<file path="config.mk">
export PLATFORM = sky130hd
export DESIGN_NAME = sync_trigger_strobe_timer_flat
export DESIGN_NICKNAME = d
export VERILOG_FILES = /design/src/sv/sts_pkg.sv /design/src/sv/sts_if.sv /design/src/sv/sync_trigger_strobe_timer.sv /design/src/sv/sts_core.sv /design/src/sv/sts_outbuf.sv /design/src/flat_wrapper.sv
export SDC_FILE = /design/constraint.sdc
export NUM_CORES = 1
export LEC_CHECK = 0
export ABC_AREA = 1
export BUFFER_PORTS_ARGS = -buffer_cell sky130_fd_sc_hd__buf_2
export CAP_MARGIN = 30
export CORE_UTILIZATION = 28
export DETAILED_ROUTE_END_ITERATION = 8
export PLACE_DENSITY = 0.53
export SETUP_SLACK_MARGIN = 0.02
export SLEW_MARGIN = 20
export SYNTH_ARGS = -nofsm -noshare
export SYNTH_HDL_FRONTEND = slang
export SYNTH_SLANG_ARGS = --single-unit
</file>
<file path="constraint.sdc">
create_clock -name clk -period 4.9 [get_ports clk]
set_clock_uncertainty 0.05 [all_clocks]
set_input_delay 0.98 -clock clk [delete_from_list [all_inputs] [get_ports clk]]
set_output_delay 0.98 -clock clk [all_outputs]
set_load 0.02 [all_outputs]
</file>
<file path="src/sv/sts_pkg.sv">
// Package with shared types, constants and the camera mask function of the strobe timer.
package sts_pkg;

  localparam int CAMERAS = 4;
  localparam int STROBE_BITS = 4;
  localparam int CFG_INDEX_BITS = 3;
  localparam int CFG_DATA_BITS = 18;

  localparam logic [17:0] BEAT_PERIOD_RESET = 18'd250000;
  localparam logic [9:0] SHORT_WIDTH_RESET = 10'd8;
  localparam logic [9:0] LONG_WIDTH_RESET = 10'd256;
  localparam logic [7:0] SAMPLE_DELAY_RESET = 8'd16;
  localparam logic [7:0] STROBE_WIDTH_RESET = 8'd64;
  localparam logic [7:0] RATE_CODES_RESET = 8'd0;

  typedef enum logic [CFG_INDEX_BITS-1:0] {
    REG_BEAT_PERIOD  = 3'd0,
    REG_SHORT_WIDTH  = 3'd1,
    REG_LONG_WIDTH   = 3'd2,
    REG_SAMPLE_DELAY = 3'd3,
    REG_STROBE_WIDTH = 3'd4,
    REG_RATE_CODES   = 3'd5
  } reg_index_t;

  typedef struct packed {
    logic                   trigger_pulse;
    logic [STROBE_BITS-1:0] camera_strobes;
  } result_t;

  // Camera i fires when the beat count is a multiple of 8 >> code_i.
  function automatic logic [STROBE_BITS-1:0] next_mask(
    input logic [7:0] beats,
    input logic [7:0] codes
  );
    logic [STROBE_BITS-1:0] m;
    logic [1:0]             code;
    logic [2:0]             low_mask;
    m = '0;
    for (int i = 0; i < STROBE_BITS; i++) begin
      code = codes[2*i +: 2];
      low_mask = 3'd7 >> code;
      if ((i < CAMERAS) && ((beats[2:0] & low_mask) == 3'd0)) begin
        m[i] = 1'b1;
      end
    end
    return m;
  endfunction

endpackage

</file>
<file path="src/sv/sts_if.sv">
// Channel interfaces for the trigger input and the result output.
interface sts_in_if;
  logic valid;
  logic ready;
  logic trig_line;

  modport source (output valid, output trig_line, input ready);
  modport sink (input valid, input trig_line, output ready);
endinterface

interface sts_out_if;
  logic       valid;
  logic       ready;
  logic       trigger_pulse;
  logic [3:0] camera_strobes;

  modport source (output valid, output trigger_pulse, output camera_strobes, input ready);
  modport sink (input valid, input trigger_pulse, input camera_strobes, output ready);
endinterface

</file>
<file path="src/sv/sync_trigger_strobe_timer.sv">
// Top level of the synchronized trigger generator and camera strobe timer.
//   port     direction  contents
//   item     sink       trig_line, one base tick per transfer
//   result   source     trigger_pulse, camera_strobes, one per tick
//   cfg_*    write      six registers by index
// Each accepted tick is processed combinationally; a new tick can be taken every
// cycle while the buffer has space; results wait in a two-entry output buffer.
// The input stalls only when both buffer entries wait on the sink.
// Synchronous reset restores the register defaults and clears all counters.
module sync_trigger_strobe_timer (
  input  logic                               clk,
  input  logic                               rst,
  input  logic                               cfg_we,
  input  logic [sts_pkg::CFG_INDEX_BITS-1:0] cfg_index,
  input  logic [sts_pkg::CFG_DATA_BITS-1:0]  cfg_data,
  sts_in_if.sink                             item,
  sts_out_if.source                          result
);
  import sts_pkg::*;

  result_t step_result;
  result_t buf_data;
  logic    space;
  logic    tick;

  assign item.ready = space;
  assign tick = item.valid && space;

  sts_core u_core (
    .clk        (clk),
    .rst        (rst),
    .cfg_we     (cfg_we),
    .cfg_index  (cfg_index),
    .cfg_data   (cfg_data),
    .tick       (tick),
    .trig_line  (item.trig_line),
    .result     (step_result)
  );

  sts_outbuf u_outbuf (
    .clk       (clk),
    .rst       (rst),
    .push      (tick),
    .push_data (step_result),
    .space     (space),
    .out_valid (result.valid),
    .out_ready (result.ready),
    .out_data  (buf_data)
  );

  assign result.trigger_pulse = buf_data.trigger_pulse;
  assign result.camera_strobes = buf_data.camera_strobes;

endmodule

</file>
<file path="src/sv/sts_core.sv">
// Tick logic: configuration registers, pulse generator, edge receiver and strobe timer.
module sts_core (
  input  logic                                 clk,
  input  logic                                 rst,
  input  logic                                 cfg_we,
  input  logic [sts_pkg::CFG_INDEX_BITS-1:0]   cfg_index,
  input  logic [sts_pkg::CFG_DATA_BITS-1:0]    cfg_data,
  input  logic                                 tick,
  input  logic                                 trig_line,
  output sts_pkg::result_t                     result
);
  import sts_pkg::*;

  logic [17:0] beat_period;
  logic [9:0]  short_width;
  logic [9:0]  long_width;
  logic [7:0]  sample_delay;
  logic [7:0]  strobe_width;
  logic [7:0]  rate_codes;

  logic [17:0] period_count, period_count_next;
  logic [2:0]  beat_phase, beat_phase_next;
  logic [9:0]  pulse_count, pulse_count_next;
  logic        line_prev;
  logic [7:0]  beat_count, beat_count_next;
  logic [3:0]  pending_mask, pending_mask_next;
  logic [3:0]  strobe_mask, strobe_mask_next;
  logic [7:0]  strobe_count, strobe_count_next;
  logic [7:0]  sample_count, sample_count_next;

  logic [18:0] period_inc;
  logic [9:0]  pulse_mid;
  logic [7:0]  sample_mid;
  logic [7:0]  beat_mid;
  logic [7:0]  strobe_mid;
  logic        edge_ok;

  always_ff @(posedge clk) begin
    if (rst) begin
      beat_period  <= BEAT_PERIOD_RESET;
      short_width  <= SHORT_WIDTH_RESET;
      long_width   <= LONG_WIDTH_RESET;
      sample_delay <= SAMPLE_DELAY_RESET;
      strobe_width <= STROBE_WIDTH_RESET;
      rate_codes   <= RATE_CODES_RESET;
    end else if (cfg_we) begin
      unique case (cfg_index)
        REG_BEAT_PERIOD:  beat_period  <= cfg_data;
        REG_SHORT_WIDTH:  short_width  <= cfg_data[9:0];
        REG_LONG_WIDTH:   long_width   <= cfg_data[9:0];
        REG_SAMPLE_DELAY: sample_delay <= cfg_data[7:0];
        REG_STROBE_WIDTH: strobe_width <= cfg_data[7:0];
        REG_RATE_CODES:   rate_codes   <= cfg_data[7:0];
        default: ;
      endcase
    end
  end

  always_comb begin
    period_inc = {1'b0, period_count} + 19'd1;
    beat_phase_next = beat_phase;
    pulse_mid = pulse_count;
    if (period_inc >= {1'b0, beat_period}) begin
      period_count_next = '0;
      beat_phase_next = beat_phase + 3'd1;
      pulse_mid = (beat_phase_next == 3'd0) ? long_width : short_width;
    end else begin
      period_count_next = period_inc[17:0];
    end
    result.trigger_pulse = (pulse_mid != 10'd0);
    pulse_count_next = result.trigger_pulse ? pulse_mid - 10'd1 : 10'd0;

    // A line still high when the sample countdown expires marks the sync beat.
    sample_mid = sample_count;
    beat_mid = beat_count;
    if (sample_count != 8'd0) begin
      sample_mid = sample_count - 8'd1;
      if (sample_mid == 8'd0 && trig_line) begin
        beat_mid = 8'd0;
      end
    end

    edge_ok = trig_line && !line_prev && (strobe_count == 8'd0);
    strobe_mask_next = strobe_mask;
    strobe_mid = strobe_count;
    beat_count_next = beat_mid;
    pending_mask_next = pending_mask;
    sample_count_next = sample_mid;
    if (edge_ok) begin
      strobe_mask_next = pending_mask;
      strobe_mid = strobe_width;
      beat_count_next = beat_mid + 8'd1;
      pending_mask_next = next_mask(beat_count_next, rate_codes);
      sample_count_next = sample_delay;
    end

    result.camera_strobes = (strobe_mid != 8'd0) ? strobe_mask_next : 4'd0;
    strobe_count_next = (strobe_mid != 8'd0) ? strobe_mid - 8'd1 : 8'd0;
  end

  always_ff @(posedge clk) begin
    if (rst) begin
      period_count <= '0;
      beat_phase   <= '0;
      pulse_count  <= '0;
      line_prev    <= 1'b0;
      beat_count   <= '0;
      pending_mask <= '0;
      strobe_mask  <= '0;
      strobe_count <= '0;
      sample_count <= '0;
    end else if (tick) begin
      period_count <= period_count_next;
      beat_phase   <= beat_phase_next;
      pulse_count  <= pulse_count_next;
      line_prev    <= trig_line;
      beat_count   <= beat_count_next;
      pending_mask <= pending_mask_next;
      strobe_mask  <= strobe_mask_next;
      strobe_count <= strobe_count_next;
      sample_count <= sample_count_next;
    end
  end

endmodule

</file>
<file path="src/sv/sts_outbuf.sv">
// Two-entry output buffer that holds results until the sink takes them.
module sts_outbuf (
  input  logic             clk,
  input  logic             rst,
  input  logic             push,
  input  sts_pkg::result_t push_data,
  output logic             space,
  output logic             out_valid,
  input  logic             out_ready,
  output sts_pkg::result_t out_data
);
  import sts_pkg::*;

  result_t    slot0, slot1;
  logic [1:0] count, count_next;
  logic       pop;

  assign pop = out_valid && out_ready;
  assign space = (count != 2'd2);
  assign out_valid = (count != 2'd0);
  assign out_data = slot0;

  always_comb begin
    count_next = count;
    priority if (push && !pop) begin
      count_next = count + 2'd1;
    end else if (pop && !push) begin
      count_next = count - 2'd1;
    end
  end

  always_ff @(posedge clk) begin
    if (rst) begin
      count <= '0;
    end else begin
      count <= count_next;
    end
  end

  always_ff @(posedge clk) begin
    if (pop) begin
      slot0 <= (count == 2'd2) ? slot1 : push_data;
    end else if (push && count == 2'd0) begin
      slot0 <= push_data;
    end
    if (push && ((count == 2'd1 && !pop) || (count == 2'd2 && pop))) begin
      slot1 <= push_data;
    end
  end

`ifndef ASSERT_OFF
  a_count_range: assert property (@(posedge clk) disable iff (rst)
    count != 2'd3)
    else $error("output buffer count out of range");
  a_push_fits: assert property (@(posedge clk) disable iff (rst)
    push |-> space)
    else $error("transfer into a full output buffer");
  a_push_shows: assert property (@(posedge clk) disable iff (rst)
    push |=> out_valid)
    else $error("accepted tick produced no result");
  a_hold_full: assert property (@(posedge clk) disable iff (rst)
    (count == 2'd2 && !pop) |=> (count == 2'd2 && !space))
    else $error("full buffer lost an entry");
`endif

endmodule

</file>
<file path="src/flat_wrapper.sv">
// flat-port wrapper written by rule: the top's interface ports become plain ports
module sync_trigger_strobe_timer_flat import sts_pkg::*;
  (clk, rst, cfg_we, cfg_index, cfg_data, item_valid, item_trig_line, item_ready, result_valid, result_trigger_pulse, result_camera_strobes, result_ready);
  sts_in_if item_i ();
  sts_out_if result_i ();
  input  logic clk;
  input  logic rst;
  input  logic cfg_we;
  input  logic [sts_pkg::CFG_INDEX_BITS-1:0] cfg_index;
  input  logic [sts_pkg::CFG_DATA_BITS-1:0] cfg_data;
  input wire logic [$bits(item_i.valid)-1:0] item_valid;
  input wire logic [$bits(item_i.trig_line)-1:0] item_trig_line;
  output wire logic [$bits(item_i.ready)-1:0] item_ready;
  output wire logic [$bits(result_i.valid)-1:0] result_valid;
  output wire logic [$bits(result_i.trigger_pulse)-1:0] result_trigger_pulse;
  output wire logic [$bits(result_i.camera_strobes)-1:0] result_camera_strobes;
  input wire logic [$bits(result_i.ready)-1:0] result_ready;
  assign item_i.valid = item_valid;
  assign item_i.trig_line = item_trig_line;
  assign item_ready = item_i.ready;
  assign result_valid = result_i.valid;
  assign result_trigger_pulse = result_i.trigger_pulse;
  assign result_camera_strobes = result_i.camera_strobes;
  assign result_i.ready = result_ready;
  sync_trigger_strobe_timer u_core (.clk(clk), .rst(rst), .cfg_we(cfg_we), .cfg_index(cfg_index), .cfg_data(cfg_data), .item(item_i), .result(result_i));
endmodule
</file>
==> impl_metrics.toml <==
[timing]
slew_violations = 0
setup_viol = 0
fin_setup_tns_ps = 0
rsz0062_at_grt = "false"
min_period_over_period_pct = 84.6
period_needed_ps = 4140
worst_pin_slew_ps = 708
relSlewSlack_pct = 52.6
max_freq_ghz = 0.241
finalHoldViolCount = 0

[clock_tree]
cts_root_buf = "clkbuf_16"
cts_sinks = 133
clock_latency_ps = 420
cts_tree = "yes"
numCtsBuffers = 17
hold_buffers = 0
cts_resized = 0
htree_levels = 4
path_clk_slew_ps = 60
cts_setup_buffers = 0
cts_buffer_depth = 2

[global_routing]
antenna_found_initial = 0
grt_use_total_pct = 14.1
grt_max_degree = 45
grt-ovfl-total = 0
grt_pass1_vias = 5614
grt_pass1_wl_mm = 28.6

[synth]
synth.yosys.warnings = 0
syn_nets = 1031
synthDistinctLibCells = 41
synth_top_area_cell = "dfxtp_1"
synth.avg_cell_area_um2 = 7.16
synth-seq-cells = 133
synth_top_area_share_pct = 35.4
mappedNetlistArea_um2 = 6960
synth_area_leaders = "dfxtp_1 (35%), nand2_1 (11%), o21ai_0 (6.9%), a21oi_1 (6.8%), nor2_1 (6.7%)"
synth.yosys.seq_area_share_pct = 39.7
synth_cells = 972

[power_and_ir_drop]
p_switching_mw = 1.48
leakagePower_nw = 3.50
p_int_mw = 2.60
p_sw_share_pct = 36.3
max-vdd-ir-drop_mv = 0.266
p_clk_share_pct = 33.4
pwr_density_cell_nw_per_um2 = 506
p_comb_share_pct = 33.0
p_seq_share_pct = 33.5

[detailed_routing]
firstDrtPassIters = 7
wl_per_cell_um = 13.0
drtIter0Drc = 304
num_vias = 6008
wl_mm = 17.3
route.detailed.drc = 0
viasPerCell = 4.51
detail-route-antenna-nets = 0

[die]
io_pins = 34
die_w_um = 160
core_area_um2 = 24300
die_area_um2 = 25500
start_util_pct = 28.6
num_rows = 57
die-height_um = 160

[worst_setup_path]
crit_arrival_ps = 4440
path_max_fanout = 14
crit_path_end_kind = "flip-flop"
path_class = "flip-flop to flip-flop"
cp.required_ps = 5190
start_kind = "flip-flop"

[outcome]
run_status = "completed"

[final_layout]
final_nets = 1054
num_antenna_cells = 0
fillers = 2582
drive_gt1_share_pct = 10.2
final_area_um2 = 8060
syn_to_final_growth_pct = 15.8

[placed_design]
dp_hpwl_mm = 12.4
port_buffers = 33
globalplace.congestion = 0.820
place_area_um2 = 7430

[worst_hold_path]
holdCritPathClass = "flip-flop to flip-flop"

[flow_run]
drv_cap = 0
-- cell usage in the layout, fill, tap and decap left out, types with 10 or more instances in the layout --
cell type,count
xor2_1,23
inv_1,113
nand2_1,196
nand3_1,33
o21ai_0,96
dfxtp_1,123
edfxtp_1,10
buf_2,33
nand2_2,12
clkbuf_16,17
nor2_1,124
ha_1,32
a21oi_1,94
-- registers in the layout (all words and copies together), names as in the netlist, 2 cells and up --
name                        count
u_core.u_core.strobe_count      8
u_core.u_core.beat_phase        3
u_core.u_core.long_width       10
u_core.u_core.strobe_mask       4
u_core.u_core.period_count     18
u_core.u_outbuf.count           2
u_core.u_core.beat_count        3
u_core.u_outbuf.out_data        5
u_core.u_core.beat_period      18
u_core.u_core.sample_delay      8
u_core.u_core.short_width      10
u_core.u_core.strobe_width      8
u_core.u_outbuf.slot1           5
u_core.u_core.pending_mask      4
u_core.u_core.pulse_count      10
u_core.u_core.rate_codes        8
u_core.u_core.sample_count      8
-- stage by stage --
step | hold WS, ps | util [%] | instances | worst slack (ps) | power [mW]
after floorplan | 375 | - | 972 | 1350 | 2.43
after global placement | 384 | 30.5 | 1299 | 872 | 2.72
after detailed placement | 389 | 30.6 | 1300 | 747 | 2.74
after CTS | 397 | 33.1 | 1332 | 726 | 4.12
after global routing | 419 | 33.1 | 1332 | 284 | 4.39
final | 394 | 33.1 | 1332 | 755 | 4.08
-- worst max-delay path, stage by stage (launching register included) --
cell     delay (ps)
dfxtp_1         400
ha_1            230
nand3_2         140
nor3_1          340
nand2_1         140
nor3_1          200
xor2_1          230
ha_1            290
a21o_1          190
a21oi_1         120
nand3_1         130
nor2_4          310
nand2_2         240
nand2_1         130
nand2_2          90
ha_1            220
nand3_2          80
nor2_1           50
nand2_2          80
nor2_4           50
nor2_8          170
nand2_1          70
a21oi_1         130
-- layer usage --
| metal | global-route usage, % | vias to the layer above | wire length [um] |
|---|---|---|---|
| met3 | 2.88 | 20 | 440 |
| li1 | - | 3203 | - |
| met1 | 19.4 | 2707 | 9050 |
| met5 | 0 | - | 0 |
| met4 | 4.94 | 0 | 292 |
| met2 | 21.7 | 78 | 7510 |
-- cell usage after synthesis --
cell type,count
nor4_1,2
nor2_4,4
nand4_1,8
o211ai_1,8
dfxtp_1,123
nor3_2,1
a211oi_1,4
nor2_2,2
and3_1,1
nand3_2,4
a41oi_2,1
nand3_1,33
clkbuf_1,28
buf_4,2
inv_2,4
ha_1,32
nand3_4,1
a21oi_1,94
nand3b_1,6
a31oi_1,4
a21o_1,2
clkinv_1,2
xor2_1,23
nor2_8,1
o21ai_2,2
or2_0,1
buf_6,2
edfxtp_1,10
nor3b_1,1
nand4_2,1
inv_1,114
nor2_1,124
o21ai_0,96
nor3_1,7
o21a_1,4
o21bai_2,1
nand2_2,11
xnor2_1,8
and2_1,1
nand2_1,197
buf_2,2
-- power by group through the flow --
| stage | clock [mW] | sequential, mW | combinational [mW] |
|---|---|---|---|
| after floorplan | 0 | 1.39 | 1.04 |
| after detailed placement | 0 | 1.39 | 1.35 |
| final | 1.36 | 1.37 | 1.35 |
| after global routing | 1.45 | 1.39 | 1.56 |
| after global placement | 0 | 1.39 | 1.34 |
| after CTS | 1.39 | 1.37 | 1.36 |
-- path summary, 6_finish.rpt --
| check | start | end | slack, ps | cells after the start |
|---|---|---|---|---|
| min | u_core.u_core.long_width[4]$_SDFFE_PP0P_ | u_core.u_core.long_width[4]$_SDFFE_PP0P_ | 390 | 2 |
| min reg2reg | u_core.u_core.long_width[4]$_SDFFE_PP0P_ | u_core.u_core.long_width[4]$_SDFFE_PP0P_ | 390 | 2 |
| max | u_core.u_core.period_count[0]$_SDFFE_PP0P_ | u_core.u_core.pulse_count[3]$_SDFFE_PP0P_ | 760 | 22 |
| max reg2reg | u_core.u_core.period_count[0]$_SDFFE_PP0P_ | u_core.u_core.pulse_count[3]$_SDFFE_PP0P_ | 760 | 22 |
-- cell type report --
| type | instances | area (um2) | area share (%) |
|---|---|---|---|
| Clock buffer | 17 | 425 | 5.28 |
| Clock inverter | 15 | 204 | 2.53 |
| Inverter | 120 | 450 | 5.59 |
| Multi-Input combinational cell | 685 | 3600 | 44.6 |
| Sequential cell | 133 | 2760 | 34.3 |
| Tap cell | 324 | 405 | 5.03 |
| Timing Repair Buffer | 38 | 215 | 2.67 |
-- kinds of logic after synthesis --
family          share of synthesized area [%]
fa+ha+maj                                5.75
compound gates                           16.6
flops                                    39.7
simple gates                             25.4
buf+inv                                  8.67
xor+xnor                                 3.90
No activity file was read; power rests on OpenSTA's default activity.
